==> src/design/vlms_pkg.sv <==
// Shared types, field layout and helpers for the voxel LOD material select block.
`timescale 1ns / 1ps
package vlms_pkg;

   localparam int unsigned LaneCount = 8;
   localparam int unsigned AirPerLane = 3;
   localparam int unsigned ChildBits = 3;
   localparam int unsigned CountBits = 4;
   localparam int unsigned ParityBits = 3;
   localparam int unsigned MatW = 16;

   localparam logic [AirPerLane-1:0] AXIS_X = 3'b001;
   localparam logic [AirPerLane-1:0] AXIS_Y = 3'b010;
   localparam logic [AirPerLane-1:0] AXIS_Z = 3'b100;

   localparam int unsigned OccLsb = 0;
   localparam int unsigned AirLsb = OccLsb + LaneCount;
   localparam int unsigned ParityLsb = AirLsb + LaneCount * AirPerLane;
   localparam int unsigned MatLsb = ParityLsb + ParityBits;
   localparam int unsigned ReqFieldBits = MatLsb + LaneCount * MatW;
   localparam int unsigned ReqDataW = ((ReqFieldBits + 7) / 8) * 8;

   localparam int unsigned RspOccLsb = 0;
   localparam int unsigned RspMatLsb = RspOccLsb + 1;
   localparam int unsigned RspChildLsb = RspMatLsb + MatW;
   localparam int unsigned RspFieldBits = RspChildLsb + ChildBits;
   localparam int unsigned RspDataW = ((RspFieldBits + 7) / 8) * 8;

   typedef struct packed {
      logic occupied;
      logic exposed;
   } lane_flags_type;

   function automatic logic [ParityBits-1:0] wrap_parity(
      input logic [ParityBits-1:0] parity,
      input logic [CountBits-1:0] count
   );
      logic [ParityBits-1:0] r;
      r = parity;
      case (count)
         4'd1: r = '0;
         4'd2: r = {2'b00, parity[0]};
         4'd3: begin
            if (parity >= 3'd6) r = parity - 3'd6;
            else if (parity >= 3'd3) r = parity - 3'd3;
            else r = parity;
         end
         4'd4: r = {1'b0, parity[1:0]};
         4'd5: r = (parity >= 3'd5) ? parity - 3'd5 : parity;
         4'd6: r = (parity >= 3'd6) ? parity - 3'd6 : parity;
         4'd7: r = (parity == 3'd7) ? 3'd0 : parity;
         default: r = parity;
      endcase
      return r;
   endfunction

endpackage

==> src/design/voxel_lod_material_select_top.sv <==
// Top level of the voxel LOD material select block: lanes, merge and beat registers.
//
// Usage: each req beat carries one 2x2x2 voxel block (occupancy, outward air flags,
// coarse parity and eight child materials); each one yields exactly one rsp beat with
// the coarse occupancy, the picked material and the picked child index.
// Eight lanes, one per child, classify the children in parallel; a merge stage
// counts the candidates, wraps the parity by that count and picks the child.
// Path: an accepted req beat goes through the lane register, then the output register,
// to rsp_tvalid. Throughput: one beat per cycle while rsp_tready is not held low, set
// by the two-stage pipeline with one register per stage.
// Reset: synchronous, active high; clears both stage valid flags, so no rsp beat is
// pending afterwards. The block holds no other state between beats.
// Stall: while rsp_tready is low the output register holds its beat; the lane stage
// still accepts one more beat, after which req_tready drops until rsp moves.
`timescale 1ns / 1ps
module voxel_lod_material_select_top #(
   parameter int unsigned MATERIAL_BITS = 16
) (
   input  logic                             clock,
   input  logic                             reset,
   input  logic                             req_tvalid,
   output logic                             req_tready,
   // block_occupancy[7:0], outward_air[31:8], lod_parity[34:32],
   // material_0..material_7 at [50:35] .. [162:147], zero pad [167:163]
   input  logic [vlms_pkg::ReqDataW-1:0]    req_tdata,
   output logic                             rsp_tvalid,
   input  logic                             rsp_tready,
   // lod_occupied[0], lod_material[16:1], chosen_child[19:17], zero pad [23:20]
   output logic [vlms_pkg::RspDataW-1:0]    rsp_tdata
);
   import vlms_pkg::*;

   lane_flags_type [LaneCount-1:0] lane_flags;

   logic                                    s1_valid_ff, s1_valid_in;
   lane_flags_type [LaneCount-1:0]          s1_flags_ff;
   logic [ParityBits-1:0]                   s1_parity_ff;
   logic [LaneCount-1:0][MATERIAL_BITS-1:0] s1_mat_ff;

   logic                                    rsp_valid_ff, rsp_valid_in;
   logic                                    rsp_occ_ff;
   logic [MATERIAL_BITS-1:0]                rsp_mat_ff;
   logic [ChildBits-1:0]                    rsp_child_ff;

   logic                                    merge_occ;
   logic [MATERIAL_BITS-1:0]                merge_mat;
   logic [ChildBits-1:0]                    merge_child;
   logic                                    rsp_free;
   logic                                    s1_free;
   logic [MatW-1:0]                         mat_ext;

   for (genvar i = 0; i < LaneCount; i++) begin : g_lane
      vlms_lane u_lane (
         .occupied_i (req_tdata[OccLsb + i]),
         .air_i      (req_tdata[AirLsb + AirPerLane * i +: AirPerLane]),
         .flags_o    (lane_flags[i])
      );
   end

   vlms_merge #(
      .MATERIAL_BITS (MATERIAL_BITS)
   ) u_merge (
      .lane_flags_i (s1_flags_ff),
      .parity_i     (s1_parity_ff),
      .material_i   (s1_mat_ff),
      .occupied_o   (merge_occ),
      .material_o   (merge_mat),
      .chosen_o     (merge_child)
   );

   assign rsp_free = !rsp_valid_ff || rsp_tready;
   assign s1_free = !s1_valid_ff || rsp_free;
   assign req_tready = s1_free;

   always_comb begin
      s1_valid_in = s1_free ? req_tvalid : s1_valid_ff;
      rsp_valid_in = rsp_free ? s1_valid_ff : rsp_valid_ff;
   end

   always_ff @(posedge clock) begin
      if (reset) begin
         s1_valid_ff <= 1'b0;
         rsp_valid_ff <= 1'b0;
      end else begin
         s1_valid_ff <= s1_valid_in;
         rsp_valid_ff <= rsp_valid_in;
      end
   end

   always_ff @(posedge clock) begin
      if (s1_free && req_tvalid) begin
         s1_flags_ff <= lane_flags;
         s1_parity_ff <= req_tdata[ParityLsb +: ParityBits];
         for (int i = 0; i < LaneCount; i++) begin
            s1_mat_ff[i] <= req_tdata[MatLsb + MatW * i +: MATERIAL_BITS];
         end
      end
   end

   always_ff @(posedge clock) begin
      if (rsp_free && s1_valid_ff) begin
         rsp_occ_ff <= merge_occ;
         rsp_mat_ff <= merge_mat;
         rsp_child_ff <= merge_child;
      end
   end

   assign mat_ext = MatW'(rsp_mat_ff);
   assign rsp_tvalid = rsp_valid_ff;
   assign rsp_tdata = RspDataW'({rsp_child_ff, mat_ext, rsp_occ_ff});

endmodule

==> src/design/vlms_lane.sv <==
// Per-child lane: occupancy and air exposure of one child voxel.
`timescale 1ns / 1ps
module vlms_lane (
   input  logic                                   occupied_i,
   input  logic [vlms_pkg::AirPerLane-1:0]        air_i,
   output vlms_pkg::lane_flags_type               flags_o
);
   import vlms_pkg::*;

   always_comb begin
      flags_o.occupied = occupied_i;
      flags_o.exposed = occupied_i & (|(air_i & (AXIS_X | AXIS_Y | AXIS_Z)));
   end

endmodule

==> src/design/vlms_merge.sv <==
// Merge stage: candidate set, wrapped rank and material pick across lanes.
`timescale 1ns / 1ps
module vlms_merge #(
   parameter int unsigned MATERIAL_BITS = 16
) (
   input  vlms_pkg::lane_flags_type [vlms_pkg::LaneCount-1:0] lane_flags_i,
   input  logic [vlms_pkg::ParityBits-1:0]                     parity_i,
   input  logic [vlms_pkg::LaneCount-1:0][MATERIAL_BITS-1:0]   material_i,
   output logic                                                occupied_o,
   output logic [MATERIAL_BITS-1:0]                            material_o,
   output logic [vlms_pkg::ChildBits-1:0]                      chosen_o
);
   import vlms_pkg::*;

   logic [LaneCount-1:0] occ_mask;
   logic [LaneCount-1:0] exp_mask;
   logic [LaneCount-1:0] cand_mask;
   logic [LaneCount-1:0] hit;
   logic [CountBits-1:0] count;
   logic [CountBits-1:0] rank [LaneCount];
   logic [ParityBits-1:0] target;

   always_comb begin
      for (int i = 0; i < LaneCount; i++) begin
         occ_mask[i] = lane_flags_i[i].occupied;
         exp_mask[i] = lane_flags_i[i].exposed;
      end
      cand_mask = (|exp_mask) ? exp_mask : occ_mask;
      count = '0;
      for (int i = 0; i < LaneCount; i++) begin
         rank[i] = count;
         count = count + CountBits'(cand_mask[i]);
      end
      target = wrap_parity(parity_i, count);
      for (int i = 0; i < LaneCount; i++) begin
         hit[i] = cand_mask[i] && (rank[i] == CountBits'(target));
      end
      occupied_o = |occ_mask;
      chosen_o = '0;
      material_o = '0;
      for (int i = 0; i < LaneCount; i++) begin
         if (hit[i]) begin
            chosen_o = chosen_o | ChildBits'(i);
            material_o = material_o | material_i[i];
         end
      end
   end

endmodule

==> config.mk <==
export PLATFORM = sky130hd
export DESIGN_NAME = voxel_lod_material_select_top
export DESIGN_NICKNAME = d
export VERILOG_FILES = /design/src/design/vlms_pkg.sv /design/src/design/voxel_lod_material_select_top.sv /design/src/design/vlms_lane.sv /design/src/design/vlms_merge.sv
export SDC_FILE = /design/constraint.sdc
export NUM_CORES = 1
export LEC_CHECK = 0
export BUFFER_PORTS_ARGS = -buffer_cell sky130_fd_sc_hd__buf_2
export CAP_MARGIN = 25
export CORE_UTILIZATION = 49
export DETAILED_ROUTE_END_ITERATION = 7
export PLACE_DENSITY = 0.75
export SYNTH_ARGS = -nofsm -noshare
export SYNTH_HDL_FRONTEND = slang
export SYNTH_SLANG_ARGS = --single-unit
==> constraint.sdc <==
create_clock -name clock -period 10.1 [get_ports clock]
set_clock_uncertainty 0.15 [all_clocks]
set_input_delay 2.02 -clock clock [delete_from_list [all_inputs] [get_ports clock]]
set_output_delay 2.02 -clock clock [all_outputs]
set_load 0.05 [all_outputs]
# --- Word level (Yosys, flattened, before mapping) ---
# Cells that the tools add are included.
op_classes:
  n_lt_le_gt_ge: 3
  bitwise_logic: 15
  n_addsub: 10
  n_reduce_logical: 27
  mux: 20
  eq_ne: 15
op_table:
  columns: ["operator", "n"]
  rows:
  - ["16-bit 2-to-1 mux", 8]
  - ["16-bit OR", 7]
  - ["4-bit by 1-bit adder with 4-bit output", 6]
  - ["4-bit by 3-bit == test with 1-bit output", 6]
  - ["3-bit OR reduction", 8]
  - ["3-bit 2-to-1 mux", 7]
  - ["3-bit case mux with 7 select lines", 1]
  - ["4-bit by 3-bit == test with 1-bit output (second input constant)", 4]
  - ["8-bit OR reduction", 2]
  - ["1-bit logical AND", 10]
  - ["1-bit bitwise AND", 8]
  - ["4-bit by 2-bit == test with 1-bit output (second input constant)", 2]
  - ["8-bit 2-to-1 mux", 1]
  - ["3-bit greater-or-equal comparator (second input constant)", 2]
  - ["3-bit subtractor (second input constant)", 2]
  - ["4-bit by 1-bit == test with 1-bit output (second input constant)", 1]
  - ["2-bit 2-to-1 mux", 2]
  - ["4-bit OR reduction", 1]
  - ["1-bit by 3-bit == test with 1-bit output", 1]
  - ["3-bit == test (second input constant)", 1]
  - ["3-bit by 2-bit greater-or-equal comparator with 1-bit output (second input constant)", 1]
  - ["3-bit logical NOT", 1]
  - ["3-bit by 2-bit subtractor with 3-bit output (second input constant)", 1]
  - ["1-bit by 1-bit adder with 2-bit output", 1]
  - ["4 further kinds", 6]
word_totals:
  ff_bits: 169
  elab_cells: 122
  inputBits: 172
  output_inout_bits: 26

# --- Depth between registers and ports, before layout ---
# Gate-level depths: netlist of run 1.
depth:
  word_depth: 28
  ltp_mapped: 28
  mapped_depth_nobuf: 22

# --- Cells and area by module ---
# From an unflattened synthesis of run 1, not the netlist that was laid out.
unflattened:
  cells_unflattened: 636
  hier_area_um2: 8395.6
by_module_without_submodules:
  columns: ["mod", "seq_area_each_um2", "cells_per_inst", "instances", "area_per_inst_um2"]
  rows:
  - ["voxel_lod_material_select_top", 5054.8, 183, 1, 5159.9]
  - ["vlms_merge", 0.0, 437, 1, 3105.5]
  - ["vlms_lane", 0.0, 2, 8, 16.3]

# --- Worst setup path after synthesis of run 1 ---
# No wires, ideal clock.
synth_path:
  path_kind: "flip-flop to flip-flop"
  startpoint: "register s1_flags_ff[10] in the netlist's numbering"
  endpoint: "register rsp_mat_ff[14] (netlist: mat_ext[14]) (data pin)"
  arrival_ns: 6.768
  path_stages_with_launch: 25
  period_less_slack_ns: 7.188
  n_path_buf: 5
  setup_slack_ns: 2.912
  setup_ns: 0.269
  cell_sequence: "edfxtp_1 -> or4_1 -> nor4_1 -> nor2b_1 -> clkbuf_1 -> a21o_1 -> clkbuf_1 -> clkbuf_1 -> ha_1 -> ha_1 -> fa_1 -> ha_1 -> ha_1 -> ha_1 -> ha_1 -> xor3_1 -> or3_1 -> and3_1 -> or2_1 -> buf_2 -> xnor2_1 -> nor3_4 -> buf_6 -> a2111oi_0 -> nand3_1"
synth_between:
  elab_chain_len: 28
  word_cells_on_any_way: 48
  classes_between: "7 x add/sub; 14 x eq/ne; 10 x mux; 7 x bitwise; 10 x reduce/logical"
synth_rtl:
  columns: ["item", "line", "rtl"]
  rows:
  - ["start, declared", "voxel_lod_material_select_top.sv:36", "lane_flags_type [LaneCount-1:0] s1_flags_ff;"]
  - ["start signal, assigned", "voxel_lod_material_select_top.sv:92", "s1_flags_ff <= lane_flags;"]
  - ["8-bit OR reduction", "vlms_merge.sv:28", "cand_mask = (|exp_mask) ? exp_mask : occ_mask;"]
  - ["8-bit 2-to-1 mux *", "vlms_merge.sv:28", null]
  - ["1-bit by 1-bit adder with 2-bit output", "vlms_merge.sv:32", "count = count + CountBits'(cand_mask[i]);"]
  - ["4-bit by 1-bit adder with 4-bit output (6 in a row)", "vlms_merge.sv:32", null]
  - ["4-bit by 3-bit == test with 1-bit output, or another cell as far along", "vlms_pkg.sv:40", "case (count)"]
  - ["3-bit case mux with 7 select lines", "vlms_pkg.sv:40", null]
  - ["3-bit logical NOT", "vlms_merge.sv:36", "hit[i] = cand_mask[i] && (rank[i] == CountBits'(target));"]
  - ["1-bit logical AND", "vlms_merge.sv:36", null]
  - ["(+8 left out)", null, null]
  - ["16-bit 2-to-1 mux", "vlms_merge.sv:42", "if (hit[i]) begin"]
  - ["16-bit OR", "vlms_merge.sv:44", "material_o = material_o | material_i[i];"]
  - ["16-bit 2-to-1 mux", "vlms_merge.sv:42", null]
  - ["16-bit OR", "vlms_merge.sv:44", null]
  - ["16-bit 2-to-1 mux", "vlms_merge.sv:42", null]
  - ["16-bit OR", "vlms_merge.sv:44", null]
  - ["16-bit 2-to-1 mux *", "vlms_merge.sv:42", null]
  - ["net merge_mat[14]", "voxel_lod_material_select_top.sv:46", "logic [MATERIAL_BITS-1:0] merge_mat;"]
  - ["end signal, assigned", "voxel_lod_material_select_top.sv:103", "rsp_mat_ff <= merge_mat;"]
  - ["end, declared", "voxel_lod_material_select_top.sv:42", "logic [MATERIAL_BITS-1:0] rsp_mat_ff;"]
# The timed path passes the listed nets; every way through them passes the cells marked *.
# A chain may end at the register's enable or synchronous reset.

# --- Worst setup path in the final report of run 1 ---
# Ends and elaborated chain as after synthesis.

==> results of run 1 <==
[layer usage]
layer / vias up / track usage (%)
met5: - / 0
met4: 0 / 12.9
met3: 44 / 5.95
met2: 276 / 37.7
met1: 2553 / 25.7
li1: 2498 / -
[cell type report]
type,instances,area [um^2],share of cell area [%]
inverters,8,30.0,0.324
flip-flops and latches,169,5050,54.6
repair buffers,194,993,10.7
multi-input cells,338,2380,25.6
clock buffers,17,425,4.59
diodes,2,5.00,0.0540
well taps,188,235,2.54
clock inverters,15,145,1.57
[state kept, by name, indices dropped and copies added, names as in the netlist]
register / count
s1_mat_ff: 128
rsp_child_ff: 3
mat_ext: 16
s1_valid_ff: 1
s1_flags_ff: 16
s1_parity_ff: 3
rsp_tvalid: 1
rsp_occ_ff: 1
[per-stage QoR]
| stage | cells | cell area (um^2) |
|---|---|---|
| after global routing | 930 | 9260 |
| after CTS | 928 | 9250 |
| after floorplan | 548 | 7620 |
| after global placement | 896 | 8670 |
| final | 931 | 9270 |
| after detailed placement | 896 | 8670 |
[power groups by stage]
| stage | logic [mW] | clock network (mW) | registers, mW |
|---|---|---|---|
| after floorplan | 0.733 | 0 | 1.05 |
| after global placement | 1.07 | 0 | 0.924 |
| after detailed placement | 1.10 | 0 | 0.927 |
| after CTS | 1.11 | 0.635 | 0.913 |
| after global routing | 1.20 | 0.660 | 0.919 |
| final | 1.12 | 0.626 | 0.913 |
[worst min path at each step]
stage               depth (start not counted)                 endpoint                startpoint
finish                                      2  rsp_tvalid$_SDFFE_PP0P_  s1_valid_ff$_SDFFE_PP0N_
global route                                2     mat_ext[2]$_DFFE_PP_   s1_mat_ff[98]$_DFFE_PP_
CTS                                         2  rsp_tvalid$_SDFFE_PP0P_  s1_valid_ff$_SDFFE_PP0N_
detailed placement                          2  rsp_tvalid$_SDFFE_PP0P_  s1_valid_ff$_SDFFE_PP0N_
global placement                            2  rsp_tvalid$_SDFFE_PP0P_  s1_valid_ff$_SDFFE_PP0N_
floorplan                                   2  rsp_tvalid$_SDFFE_PP0P_  s1_valid_ff$_SDFFE_PP0N_
[Yosys cell counts, types with 9 or more instances]
| cell | number |
|---|---|
| edfxtp_1 | 167 |
| nor2_1 | 29 |
| clkbuf_1 | 19 |
| a21oi_1 | 30 |
| xnor2_1 | 12 |
| nor3_1 | 22 |
| nand3_1 | 57 |
| a22oi_1 | 32 |
| ha_1 | 21 |
| nand2_1 | 31 |
| a2111oi_2 | 10 |
| xor2_1 | 9 |
[logic make-up after synthesis]
kind of cell,after synthesis
simple gates,168
mux,2
fa+ha+maj,22
other cells,1
xor+xnor,25
compound gates,117
flops,169
buf+inv,41
[critical path, cell delays in order, from the launching register on]
cell and delay (ns):
edfxtp_1 0.40, or4_1 0.54, nor4_1 0.35, nor2b_1 0.49, a21o_1 0.63, ha_1 0.37
ha_1 0.22, fa_1 0.50, ha_1 0.37, ha_1 0.39, ha_1 0.38, ha_1 0.25
xor3_1 0.49, or3_1 0.37, and3_1 0.18, or2_1 0.57, nand2_1 0.62, nor3_1 0.14
a2111oi_0 0.81, nand3_1 0.15
==> impl_metrics.toml, run 1 <==
[floorplan]
die-area_um2 = 16000
ios = 198
rows = 45
fp.coreArea_um2 = 15200
die_x_um = 127
die_y_um = 127
start_util_pct = 50.1

[synth]
synth-simple-area-share_pct = 11.0
syn_area_um2 = 7610
synth_mux_area_share_pct = 0.329
yosys.area_share.adder_pct = 3.71
syn_inst = 545
yosysWarnings = 0
synth_compound_gate_area_share_pct = 12.2
synth_top_family_by_area = "compound AO/OA/AOI/OAI gates"
synthXorXnorAreaFrac_pct = 3.57
synthArstFlopShare_pct = 0
synth_edf_count = 167
synth_flop_cell = "edfxtp_1"
synth_top_area_share_pct = 65.9
avgSynthCellArea_um2 = 14.0
seq_area_frac_synth_pct = 66.4
synth.largest_area_cell = "edfxtp_1"
netlist-cell-type-count = 55
ys_top_cells_by_area = "edfxtp_1 66%, nand3_1 3.7%, ha_1 3.5%"
ys_ff_latch = 169

[power]
finalPower_mw = 2.65
comb_power_share_pct = 42.0
ir_drop_mv = 0.174
p_sw_share_pct = 39.8
p_clk_share_pct = 23.6
switching_power_mw = 1.06
seq_power_share_pct = 34.4
p_per_area_nw_per_um2 = 287
p_leak_nw = 3.61
p_int_mw = 1.60

[layout]
flow.area_growth_from_synthesis_pct = 21.7
fillers = 1166
final_common_cell = "buf_2"
fin_util_pct = 60.9
nets = 922
layout-drive-gt1-share_pct = 33.5
final_cell_mix = "188 x buf_2, 167 x edfxtp_1, 57 x nand3_1, 32 x a22oi_1, 31 x nand2_1"

[cts]
cts_resized = 0
cts_tree = "yes"
post_cts_buffers = 0
cts_sinks = 169
cts_buffers = 17
clk-insertion-delay-late_ns = 0.42
cts_root_buffer = "clkbuf_16"
path_clk_slew_ns = 0.07
htreeDepth = 4
clock_path_buffers = 2
hold_buffers = 0

[drt]
antenna_left = 0
wirelength_um = 17700
drcViolationCount = 0
routed-wl-met2_um = 8960
wl_met3_um = 1270
top_layer_used = "met4"
vias = 5371
firstDrtPassIters = 5
wl_per_cell_um = 19.0
drt-met1-wl_um = 6940
drt_iter0_drc = 462
vias_per_cell = 5.77

[global_routing]
grt_usage_pct = 22.3
grt-ovfl-total = 0
grt_pass1_wl_um = 26400
grt_pass1_vias = 5262
antenna_found_initial = 3
grt_max_degree = 76

[worst_setup_path]
crit_path_start = "s1_flags_ff[10]$_DFFE_PP_"
critPathLaunchType = "flop"
required_ns = 10.09
cp_data_arrival_time_ns = 8.68
r2r_start = "s1_flags_ff[10]$_DFFE_PP_"
regToRegEndpoint = "mat_ext[14]$_DFFE_PP_"
crit_type = "reg -> reg"
end_kind = "flop"
crit_path_end = "mat_ext[14]$_DFFE_PP_"
crit_fanout = 23
r2r_setup_slack_ns = 1.41
r2r_cells = 19

[sta]
worst_pin_slew_ns = 0.967
finalSetupViolations = 0
max_freq_ghz = 0.115
rsz0062_at_grt = "false"
fin_crit_ns = 8.69
maxSlewHeadroom_pct = 35.3
period_share_pct = 86.0
slew_viol_final = 0
fin_setup_tns_ns = 0
whs_ns = 0.388
timing.final.ws_setup_ns = 1.41
final_hold_viol_count = 0

[place]
dpl_worst_slack_ns = 1.54
post-dp-hpwl_um = 12200
port_buffers = 188
place_congestion = 0.832

[hold_path]
hold_class = "reg -> reg"

[run]
drv_cap = 0

[status]
status = "completed"
(Power assumes the default switching activity.)
==> inputs of run 2 (changes only) <==
--- a/config.mk
+++ b/config.mk
@@ -7,8 +7,8 @@
 export LEC_CHECK = 0
 export BUFFER_PORTS_ARGS = -buffer_cell sky130_fd_sc_hd__buf_2
-export CAP_MARGIN = 25
-export CORE_UTILIZATION = 49
+export CAP_MARGIN = 20
+export CORE_UTILIZATION = 52
 export DETAILED_ROUTE_END_ITERATION = 7
-export PLACE_DENSITY = 0.75
+export PLACE_DENSITY = 0.79
 export SYNTH_ARGS = -nofsm -noshare
 export SYNTH_HDL_FRONTEND = slang
==> constraint.sdc (replaced) <==
create_clock -name clock -period 10.1 [get_ports clock]
set_clock_uncertainty 0.15 [all_clocks]
set_input_delay 0.505 -clock clock [delete_from_list [all_inputs] [get_ports clock]]
set_output_delay 0.505 -clock clock [all_outputs]
set_load 0.05 [all_outputs]
==> impl_metrics.toml, run 2 (synthesized netlist as in run 1, its figures left out) <==
[sta]
slew_viol_final = 0
maxSlewHeadroom_pct = 29.4
final_hold_viol_count = 0
finalSetupViolations = 0
fin_crit_ns = 8.48
rsz0062_at_grt = "false"
worst_pin_slew_ns = 1.05
max_freq_ghz = 0.118
fin_setup_tns_ns = 0
period_share_pct = 84.0

[cts]
post_cts_buffers = 0
cts_tree = "yes"
clock_path_buffers = 2
cts_buffers = 17
clk-insertion-delay-late_ns = 0.43
path_clk_slew_ns = 0.07
cts_root_buffer = "clkbuf_16"
hold_buffers = 0
cts_sinks = 169
cts_resized = 0
htreeDepth = 4

[layout]
nets = 922
final_cell_mix = "188 x buf_2, 167 x edfxtp_1, 57 x nand3_1, 32 x a22oi_1, 31 x nand2_1"
largest_reg_flops = 128
flow.area_growth_from_synthesis_pct = 22.2
layout-drive-gt1-share_pct = 33.7
max_flop_register = "s1_mat_ff"
diodes = 0
final_common_cell = "buf_2"
fin_util_pct = 66.0

[power]
finalPower_mw = 2.70
p_leak_nw = 3.64
p_sw_share_pct = 40.4
p_per_area_nw_per_um2 = 290
ir_drop_mv = 0.183
switching_power_mw = 1.09
seq_power_share_pct = 33.8
comb_power_share_pct = 41.5
p_int_mw = 1.61
p_clk_share_pct = 24.8

[drt]
wirelength_um = 18000
drt_iter0_drc = 555
firstDrtPassIters = 5
drcViolationCount = 0
antenna_left = 0
vias = 5440
wl_per_cell_um = 19.6
vias_per_cell = 5.91

[floorplan]
ios = 198
fp.coreArea_um2 = 14100
start_util_pct = 54.0
die-area_um2 = 15100
rows = 43
die_y_um = 123
die_x_um = 123

[worst_setup_path]
crit_family = "simple AND/OR/NAND/NOR gates"
crit_type = "reg -> reg"
cp.buffers_inverters = 0
required_ns = 10.24
worstPathCellList = "or4_1 -> nor4_1 -> nor2b_1 -> a21o_1 -> ha_1 -> ha_1 -> fa_1 -> ha_1 -> ha_1 -> ha_1 -> ha_1 -> xor3_1 -> or3_1 -> a21oi_1 -> or2_1 -> xnor2_1 -> nor3_4 -> a2111oi_0 -> nand3_1"
end_kind = "flop"
crit_fanout = 23
crit_path_max_incr_delay_ns = 0.81
cp_data_arrival_time_ns = 8.62
cpMostUsedCell = "ha_1"
critPathLaunchType = "flop"
critPathSlowestCell = "nor3_4"

[place]
post-dp-hpwl_um = 12500
place_congestion = 0.843
port_buffers = 188

[global_routing]
grt-ovfl-total = 0
grt_max_degree = 77
grt_pass1_wl_um = 26900
antenna_found_initial = 1
grt_usage_pct = 24.3
grt_pass1_vias = 5270

[hold_path]
hold_class = "in -> reg"

[status]
status = "completed"

[run]
drv_cap = 0
[run 2: path summary, 6_finish.rpt]
kind	slack, ns	cells after the start	startpoint	end
setup / recovery	1.62	19	s1_flags_ff[10]$_DFFE_PP_	mat_ext[14]$_DFFE_PP_
hold / removal	0.09	1	req_tdata[105]	s1_mat_ff[70]$_DFFE_PP_
setup reg to reg	1.62	19	s1_flags_ff[10]$_DFFE_PP_	mat_ext[14]$_DFFE_PP_
hold reg to reg	0.39	2	s1_valid_ff$_SDFFE_PP0N_	rsp_tvalid$_SDFFE_PP0P_
[run 2: layout make-up]
cell class              instances  area [um^2]
repair buffers                194          993
clock inverters                15          200
flip-flops and latches        169         5050
fillers                      1010         4790
inverters                       8         30.0
clock buffers                  17          425
well taps                     180          225
multi-input cells             338         2380
[run 2: worst register-to-register path, delay by kind of cell, from the launching register on]
family | cells | cell delay [ns]
DFF | 1 | 0.39
xor gates and xnor gates | 2 | 0.73
and+or+nand+nor | 7 | 3.44
adders and majority gates | 7 | 2.46
AOI/OAI and AO/OA | 3 | 1.14
[run 2: per-stage QoR]
step	instance area, um^2	hold WS, ns	instances	setup slack, ns
after global routing	9310	0.0757	921	1.10
after global placement	8660	0.347	888	1.92
after detailed placement	8680	0.388	889	1.71
after CTS	9310	0.0714	921	1.62
after floorplan	7620	0.328	548	2.91
final	9310	0.0887	921	1.62
[run 2: power by group through the flow]
stage / clock (mW) / combinational (mW) / sequential [mW]
CTS: 0.675 / 1.11 / 0.912
detailed placement: 0 / 1.11 / 0.927
global route: 0.701 / 1.21 / 0.917
finish: 0.668 / 1.12 / 0.911
floorplan: 0 / 0.733 / 1.05
global placement: 0 / 1.07 / 0.922
[run 2: metal layers]
metal  GRT usage, %  vias up  wire length, um
met2           39.6      313             8740
met5              0        -               10
li1               -     2502                -
met4           10.6        2              422
met1           30.6     2583             7230
met3           6.50       40             1640
